<file path="config.mk">
export PLATFORM = sky130hd
export DESIGN_NAME = hsv_to_rgb_converter
export DESIGN_NICKNAME = d
export VERILOG_FILES = /design/src/hw/rtl/hsv2rgb_pkg.sv /design/src/hw/rtl/hsv_to_rgb_converter.sv
export SDC_FILE = /design/constraint.sdc
export NUM_CORES = 2
export LEC_CHECK = 0
export BUFFER_PORTS_ARGS = -buffer_cell sky130_fd_sc_hd__buf_2
export CAP_MARGIN = 10
export CORE_UTILIZATION = 25
export DETAILED_ROUTE_END_ITERATION = 12
export GPL_TIMING_DRIVEN = 0
export SETUP_SLACK_MARGIN = 0.5
export SKIP_LAST_GASP = 1
export SLEW_MARGIN = 40
export SYNTH_ARGS = -nofsm -noshare
export SYNTH_HDL_FRONTEND = slang
export SYNTH_SLANG_ARGS = --single-unit
</file>
<file path="constraint.sdc">
create_clock -name clk -period 9.85 [get_ports clk]
set_input_delay 1.4775 -clock clk [delete_from_list [all_inputs] [get_ports clk]]
set_output_delay 1.4775 -clock clk [all_outputs]
set_load 0.05 [all_outputs]
</file>
<file path="src/hw/rtl/hsv2rgb_pkg.sv">
`timescale 1ns / 1ps

package hsv2rgb_pkg;

  localparam int HUE_W   = 15;
  localparam int CH_W    = 8;
  localparam int FRAC_W  = 12;
  localparam int SEC_W   = 4;
  localparam int IN_TDATA_W  = 32;
  localparam int OUT_TDATA_W = 24;

  localparam logic [HUE_W-1:0]  HUE_FULL_TURN = 15'd23040;
  localparam logic [FRAC_W-1:0] HUE_SECTOR    = 12'd3840;
  localparam logic [CH_W-1:0]   CH_MAX        = 8'hFF;

  // 255 * 3840, denominator of q and t
  localparam int LVL_W = 20;
  localparam logic [LVL_W-1:0] LVL_DEN = 20'd979200;

  // hue / 3840 == (hue >> 8) / 15, taken as (h * 137) >> 11 for h < 128
  localparam logic [7:0] SEC_RECIP = 8'd137;
  localparam int         SEC_SHIFT = 11;

  // x / 255 for 16-bit x: (x * 32897) >> 23, exact
  localparam logic [15:0] DIV255_RECIP = 16'd32897;
  localparam int          DIV255_SHIFT = 23;

  // y / 3825 for the 20-bit input y = x >> 8: (y * 1122868) >> 32, exact
  localparam logic [20:0] DEN_RECIP = 21'd1122868;
  localparam int          DEN_SHIFT = 32;

  // sector codes; five and above share the last ordering
  localparam logic [SEC_W-1:0] SEC_RED_YEL = 4'd0;
  localparam logic [SEC_W-1:0] SEC_YEL_GRN = 4'd1;
  localparam logic [SEC_W-1:0] SEC_GRN_CYN = 4'd2;
  localparam logic [SEC_W-1:0] SEC_CYN_BLU = 4'd3;
  localparam logic [SEC_W-1:0] SEC_BLU_MAG = 4'd4;

  typedef struct packed {
    logic [CH_W-1:0] blue;
    logic [CH_W-1:0] green;
    logic [CH_W-1:0] red;
  } rgb_t;

endpackage

</file>
<file path="src/hw/rtl/hsv_to_rgb_converter.sv">
`timescale 1ns / 1ps

// Channel | Direction | Ports                      | Payload
// in      | slave     | in_tvalid/in_tready/in_tdata   | hue, saturation, brightness
// out     | master    | out_tvalid/out_tready/out_tdata | red, green, blue
//
// Five register stages: sector split, products, level scaling, divide by
// 255*3840, channel select into the output register.
// One request accepted per clock unless every stage is full and the output stalls.
// Each stage has its own valid bit and loads when it is empty or the stage
// after it is empty or moving, so bubbles close up under a stalled output.
// rst_n (synchronous, active low) clears the valid bits only.

module hsv_to_rgb_converter
  import hsv2rgb_pkg::*;
(
  input  logic                   clk,
  input  logic                   rst_n,
  input  logic                   in_tvalid,
  output logic                   in_tready,
  // [14:0] hue, [22:15] saturation, [30:23] brightness, [31] zero
  input  logic [IN_TDATA_W-1:0]  in_tdata,
  output logic                   out_tvalid,
  input  logic                   out_tready,
  // [7:0] red, [15:8] green, [23:16] blue
  output logic [OUT_TDATA_W-1:0] out_tdata
);

  logic [HUE_W-1:0] in_hue;
  logic [CH_W-1:0]  in_sat;
  logic [CH_W-1:0]  in_val;

  assign in_hue = in_tdata[HUE_W-1:0];
  assign in_sat = in_tdata[HUE_W +: CH_W];
  assign in_val = in_tdata[HUE_W+CH_W +: CH_W];

  logic rdy1, rdy2, rdy3, rdy4, rdy5;

  logic v1_r, v2_r, v3_r, v4_r, v5_r;
  logic grey1_r, grey2_r, grey3_r, grey4_r;
  logic [SEC_W-1:0] sec1_r, sec2_r, sec3_r, sec4_r;
  logic [CH_W-1:0]  val1_r, val2_r, val3_r, val4_r;

  logic [FRAC_W-1:0] frac1_r;
  logic [CH_W-1:0]   sat1_r;
  logic [LVL_W-1:0]  sf2_r, sg2_r;
  logic [15:0]       pn2_r;
  logic [27:0]       qx3_r, tx3_r;
  logic [CH_W-1:0]   p3_r, p4_r, q4_r, t4_r;
  rgb_t              rgb_r;

  assign rdy5 = !v5_r || out_tready;
  assign rdy4 = !v4_r || rdy5;
  assign rdy3 = !v3_r || rdy4;
  assign rdy2 = !v2_r || rdy3;
  assign rdy1 = !v1_r || rdy2;

  assign in_tready  = rdy1;
  assign out_tvalid = v5_r;
  assign out_tdata  = rgb_r;

  // stage 1: wrap a full turn to zero, split hue into sector and fraction
  logic [HUE_W-1:0]  hue_w;
  logic [HUE_W-1:0]  sec_prod;
  logic [SEC_W-1:0]  sec_nxt;
  logic [HUE_W-1:0]  sec_base;
  logic [HUE_W-1:0]  frac_full;

  always_comb begin
    hue_w     = (in_hue == HUE_FULL_TURN) ? '0 : in_hue;
    sec_prod  = HUE_W'(hue_w[HUE_W-1:8]) * HUE_W'(SEC_RECIP);
    sec_nxt   = sec_prod[SEC_SHIFT +: SEC_W];
    sec_base  = HUE_W'(sec_nxt) * HUE_W'(HUE_SECTOR);
    frac_full = hue_w - sec_base;
  end

  always_ff @(posedge clk) begin
    if (!rst_n) begin
      v1_r <= 1'b0;
    end else if (rdy1) begin
      v1_r <= in_tvalid;
    end
    if (rdy1) begin
      grey1_r <= (in_sat == '0);
      sec1_r  <= sec_nxt;
      frac1_r <= frac_full[FRAC_W-1:0];
      sat1_r  <= in_sat;
      val1_r  <= in_val;
    end
  end

  // stage 2: S*F, S*(3840-F), V*(255-S)
  always_ff @(posedge clk) begin
    if (!rst_n) begin
      v2_r <= 1'b0;
    end else if (rdy2) begin
      v2_r <= v1_r;
    end
    if (rdy2) begin
      grey2_r <= grey1_r;
      sec2_r  <= sec1_r;
      val2_r  <= val1_r;
      sf2_r   <= LVL_W'(sat1_r) * LVL_W'(frac1_r);
      sg2_r   <= LVL_W'(sat1_r) * LVL_W'(HUE_SECTOR - frac1_r);
      pn2_r   <= 16'(val1_r) * 16'(CH_MAX - sat1_r);
    end
  end

  // stage 3: V times the q and t numerators, p by reciprocal of 255
  logic [31:0] p_prod;

  assign p_prod = 32'(pn2_r) * 32'(DIV255_RECIP);

  always_ff @(posedge clk) begin
    if (!rst_n) begin
      v3_r <= 1'b0;
    end else if (rdy3) begin
      v3_r <= v2_r;
    end
    if (rdy3) begin
      grey3_r <= grey2_r;
      sec3_r  <= sec2_r;
      val3_r  <= val2_r;
      qx3_r   <= 28'(val2_r) * 28'(LVL_DEN - sf2_r);
      tx3_r   <= 28'(val2_r) * 28'(LVL_DEN - sg2_r);
      p3_r    <= p_prod[DIV255_SHIFT +: CH_W];
    end
  end

  // stage 4: divide by 255*3840 (drop 8 bits, then reciprocal of 3825)
  logic [40:0] q_prod, t_prod;

  assign q_prod = 41'(qx3_r[27:8]) * 41'(DEN_RECIP);
  assign t_prod = 41'(tx3_r[27:8]) * 41'(DEN_RECIP);

  always_ff @(posedge clk) begin
    if (!rst_n) begin
      v4_r <= 1'b0;
    end else if (rdy4) begin
      v4_r <= v3_r;
    end
    if (rdy4) begin
      grey4_r <= grey3_r;
      sec4_r  <= sec3_r;
      val4_r  <= val3_r;
      p4_r    <= p3_r;
      q4_r    <= q_prod[DEN_SHIFT +: CH_W];
      t4_r    <= t_prod[DEN_SHIFT +: CH_W];
    end
  end

  // stage 5: channel order by sector, grey override
  rgb_t rgb_nxt;

  always_comb begin
    unique case (sec4_r)
      SEC_RED_YEL: rgb_nxt = '{blue: p4_r,   green: t4_r,   red: val4_r};
      SEC_YEL_GRN: rgb_nxt = '{blue: p4_r,   green: val4_r, red: q4_r};
      SEC_GRN_CYN: rgb_nxt = '{blue: t4_r,   green: val4_r, red: p4_r};
      SEC_CYN_BLU: rgb_nxt = '{blue: val4_r, green: q4_r,   red: p4_r};
      SEC_BLU_MAG: rgb_nxt = '{blue: val4_r, green: p4_r,   red: t4_r};
      default:     rgb_nxt = '{blue: q4_r,   green: p4_r,   red: val4_r};
    endcase
    if (grey4_r) begin
      rgb_nxt = '{blue: val4_r, green: val4_r, red: val4_r};
    end
  end

  always_ff @(posedge clk) begin
    if (!rst_n) begin
      v5_r <= 1'b0;
    end else if (rdy5) begin
      v5_r <= v4_r;
    end
    if (rdy5) begin
      rgb_r <= rgb_nxt;
    end
  end

endmodule

</file>
## Word-level counts from Yosys, hierarchy flattened

Cells that the tools add are included.

- $add $sub $neg: 5
- $mul: 10
- Equality and inequality tests: 5
- Multiplexer cells: 3
- Reductions and logical operators: 12

Operator list:

| operator | count |
|---|---|
| $pmux W24 S5 | 1 |
| $mul A20 B19 Y38 const B | 2 |
| $mul A9 B21 Y28 | 2 |
| $sub A20 B20 Y21 const A | 2 |
| $mul A16 B16 Y31 const B | 1 |
| $mux W24 | 1 |
| $mul A8 B12 Y20 | 1 |
| $mul A9 B13 Y20 | 1 |
| $mul A9 B9 Y16 | 1 |
| $eq A15 B15 Y1 const B | 1 |
| $mul A7 B8 Y15 const B | 1 |
| $mux W15 | 1 |
| $sub A12 B12 Y13 const A | 1 |
| $sub A12 B12 Y12 | 1 |
| $sub A8 B8 Y9 const A | 1 |
| $eq A4 B2 Y1 const B | 2 |
| $logic_not A8 Y1 | 1 |
| $logic_not A1 Y1 | 5 |
| $logic_or A1 B1 Y1 | 5 |
| $eq A4 B1 Y1 const B | 1 |
| $eq A4 B3 Y1 const B | 1 |
| $logic_not A4 Y1 | 1 |
| $mul A4 B1 Y4 const B | 1 |

- Register bits: 245
- Bits of input ports: 36
- Word-level logic and storage cells: 66

## Depth between registers and ports, before layout

- Depth after elaboration: 6
- Gate-level depth with buffers: 27
- Depth with buffers taken out: 26

## Worst setup path after synthesis

OpenSTA, ideal clock, no wires.

- Kind: register -> register
- From: register sf2_r[0]
- To: register qx3_r[23] (data pin)
- Setup time: 0.258 ns
- Arrival: 5.870 ns
- Required time: 9.592 ns
- Path slack: 3.722 ns
- Stages on the path, launching flop included: 28
- Buffers on the path: 1
- Period minus slack after synthesis: 6.128 ns
- Cells stage by stage: edfxtp_1 -> buf_6 -> inv_1 -> ha_1 -> nand3_1 -> nor3_1 -> nor2b_1 -> nor2b_1 -> xor2_1 -> nand2_1 -> fa_1 -> inv_1 -> fa_1 -> fa_1 -> inv_1 -> fa_1 -> inv_1 -> ha_1 -> o21a_1 -> nor2_1 -> a21oi_1 -> o21a_1 -> o22ai_2 -> o2111ai_4 -> o31a_2 -> a21o_1 -> a21oi_2 -> xnor2_1

- Longest elaborated chain between the ends: 2

RTL lines:

| element | line | source |
|---|---|---|
| start, declared | hsv_to_rgb_converter.sv:46 | `logic [LVL_W-1:0] sf2_r, sg2_r;` |
| start signal, assigned | hsv_to_rgb_converter.sv:103 | `sf2_r <= LVL_W'(sat1_r) * LVL_W'(frac1_r);` |
| $sub A20 B20 Y21 | hsv_to_rgb_converter.sv:124 | `qx3_r <= 28'(val2_r) * 28'(LVL_DEN - sf2_r);` |
| $mul A9 B21 Y28 | hsv_to_rgb_converter.sv:124 |  |
| end signal, assigned | hsv_to_rgb_converter.sv:124 |  |
| end, declared | hsv_to_rgb_converter.sv:48 | `logic [27:0] qx3_r, tx3_r;` |

Every way passes these cells.
A chain may end at the register's enable or synchronous reset.

## Final worst setup path

- From: register sf2_r[0]
- To: register qx3_r[27] (data pin)

Same word-level chain as after synthesis.

==> results by group <==
Detailed routing
  – WL met2: approximately 42000 um
  – DR WL met3: around 3500 um
  – Via Count: between 20000 and 30000
  – Post-route ant nets: 0
  – Post-Route M1 WL: 39800 um
  – DR DRC count: 0
  – Top sig layer: met4
  – Aggregate routed wire length: a little under 90000 um
  – DR WL/cell: ~14 um
  – Iter 0 DRT Violations: ~1300
  – Vias per inst: around 4.3
  – Drt pass-1 iters: 5

STA
  – Max Slew Vio Count: 0
  – Hold WS: 412 ps
  – Crit share post-route: between 70% and 80%
  – Clock period minus worst slack: about 7300 ps
  – Fmax: between 100 and 150 MHz
  – Setup TNS: 0 ps
  – Rel. slew slack: 34.4%
  – Actual slew at the worst max-slew pin: between 900 and 1000 ps
  – RSZ-0062 raised after global routing: no
  – Clock skew: roughly 20 ps
  – Final Hold Fails: 0
  – Final setup fails: 0

Global routing
  – Gr usage total: 11.4%
  – Vias in the first global route: roughly 27000
  – Initial antenna violation count: 1
  – First-pass GRT wire length: ~140000 um
  – Largest net degree at the start of global routing: 45
  – Grt ovf: 0

Yosys
  – YS warnings: 0
  – Sequential fraction of the synthesis area: between 15 and 20%
  – Combinational family with the most area after synthesis: adder cells
  – Syn nets: 5168
  – Syn_area_per_cell: about 9.8 um2
  – Synth Area in Adders: 49.8%
  – Mux cell area share after synthesis: less than 1%
  – Ys async rst share: 0%
  – Compound-Gate Fraction of Synth Area: under 10%
  – Register bit count reported by yosys: roughly 230
  – EDFF count, synth: 223
  – Top post-synthesis cells by area: fa_1 29%, ha_1 21%, edfxtp_1 17%, inv_1 9.6%, and2_1 4.2%
  – Cell variety after synth: between 80 and 90
  – Synth Area in Simple Gates: ~12%
  – Post-synthesis xor/xnor area fraction: about 4%
  – Post-synthesis cell area: 0.0386 mm2
  – Yosys top cell area share: between 20 and 30%
  – Top_reg_cell synth: edfxtp_1
  – Dominant cell type by area after synthesis: fa_1
  – Mapped Cells: 3933

Min path
  – Hold Path Class: register to register

Die
  – Die footprint: about 0.16 mm2
  – Num ports: 62
  – Starting density of the core: 25.3%
  – Rows: around 140
  – Die extent in x: 395 um
  – Core area: roughly 0.15 mm2
  – Die Height: between 300 and 400 um

Setup path
  – CP top delay family: adder cells
  – CP max stage delay: ~730 ps
  – Worst path bufs/invs: 5
  – Crit end category: register
  – WS Path Type: register to register
  – Crit path DAT: approximately 7600 ps
  – Crit path max-delay cell type: xnor2_1
  – CP startpoint kind: register
  – Crit path max fanout: 10
  – Req. time, crit path: between 10000 and 15000 ps

Clock network
  – Clock Latency Late Sink: 580 ps
  – CTS max path bufs: 3
  – Root buffer cell: clkbuf_16
  – Clock-pin slew on the worst setup and hold paths: around 60 ps
  – Total clock sinks: between 200 and 250
  – CTS tree: yes
  – Setup repair bufs after CTS: 0
  – CTS Hold Bufs: 0
  – Cts repair resizes: 0
  – CTS buffer count: 28
  – H-tree levels: 1

Placement
  – Count of input and output buffers: 60
  – Routability Congestion: 0.890
  – Post-Place Cells: between 6000 and 7000
  – Final HPWL DP: about 73000 um

Cells and area
  – Final std cells w/o fill: between 6000 and 7000
  – Share of layout cells above drive strength 1: around 4.3%
  – Final net count: ~5300
  – Area grow syn2layout: 10.5%
  – Final core occ: about 28%

Flow run
  – Max-cap viol count: 0

Outcome
  – Outcome: finished clean
[registers in the layout (all words and copies together) (netlist names), 8 cells and up]
register	cells
val4_r	8
sat1_r	8
p4_r	8
sg2_r	19
tx3_r	20
p3_r	8
val2_r	8
qx3_r	20
pn2_r	16
sf2_r	20
out_tdata	24
t4_r	8
frac1_r	12
val3_r	8
val1_r	8
q4_r	8
[per-stage QoR]
step	setup slack (ps)	cell area [um2]
floorplan	3720	38600
finish	2580	42700
global route	2150	42700
detailed placement	2680	41600
global placement	2710	41500
CTS	2700	42600
[cell usage in the layout (no fill, tap or decap), types with 41 or more instances in the layout]
master | netlist | final
inv_1 | 988 | 986
fa_1 | 566 | 566
clkbuf_1 | 90 | 91
buf_2 | 2 | 62
nor2b_1 | 68 | 68
o21ai_0 | 41 | 41
xnor2_1 | 119 | 107
and2_1 | 261 | 261
a21oi_1 | 88 | 88
edfxtp_1 | 223 | 223
nor2_1 | 99 | 99
xor2_1 | 50 | 49
ha_1 | 633 | 633
nand2_1 | 342 | 340
[per-layer routing]
| layer | vias up | GRT usage, % |
|---|---|---|
| met5 | - | 0 |
| met4 | 0 | 2.12 |
| met3 | 81 | 0.935 |
| met2 | 469 | 19.8 |
| met1 | 12900 | 15.3 |
| li1 | 12400 | - |
[worst register-to-register path, delay by kind of cell (launching register included)]
family | cells | cell delay (ps)
flip-flops | 1 | 370
XOR/XNOR | 2 | 960
AO/OA/AOI/OAI | 7 | 1420
AND/OR/NAND/NOR | 7 | 1230
adder cells (fa/ha/maj) | 6 | 2640
buffers and inverters | 5 | 440
[kinds of logic after synthesis]
| logic type | Yosys count |
|---|---|
| adders and majority gates | 1199 |
| buffers and inverters | 1086 |
| and+or+nand+nor | 934 |
| AOI/OAI and AO/OA | 298 |
| DFF | 228 |
| xor gates and xnor gates | 171 |
| muxes | 17 |
[layout make-up]
cell class	instances	area, um2
fillers	16100	110000
multi-input cells	2619	27900
flip-flops and latches	228	6800
inverters	988	3710
well taps	2030	2540
clock buffers	31	732
repair buffers	64	388
plain buffers	98	385
clock inverters	21	244
diodes	1	2.50
[Yosys cell counts, types with 27 or more instances]
cell type,count
xor2_1,50
nand2b_1,38
inv_1,988
a21oi_1,88
nand3_1,27
and2_1,261
edfxtp_1,223
nor2b_1,68
nor3_1,31
o21ai_0,41
nor2_1,99
clkbuf_1,90
xnor2_1,119
ha_1,633
nand2_1,342
fa_1,566
[path summary, 6_finish.rpt]
| kind | from | to | slack (ps) | cells after the start |
|---|---|---|---|---|
| max reg2reg | sf2_r[0]$_DFFE_PP_ | qx3_r[27]$_DFFE_PP_ | 2580 | 27 |
| max | sf2_r[0]$_DFFE_PP_ | qx3_r[27]$_DFFE_PP_ | 2580 | 27 |
| min | grey1_r$_DFFE_PP_ | grey2_r$_DFFE_PP_ | 410 | 0 |
| min reg2reg | grey1_r$_DFFE_PP_ | grey2_r$_DFFE_PP_ | 410 | 0 |
Power is left out: the tool's default activity adds up to more than one toggle a clock period on the data nets, which glitch-free logic cannot reach.
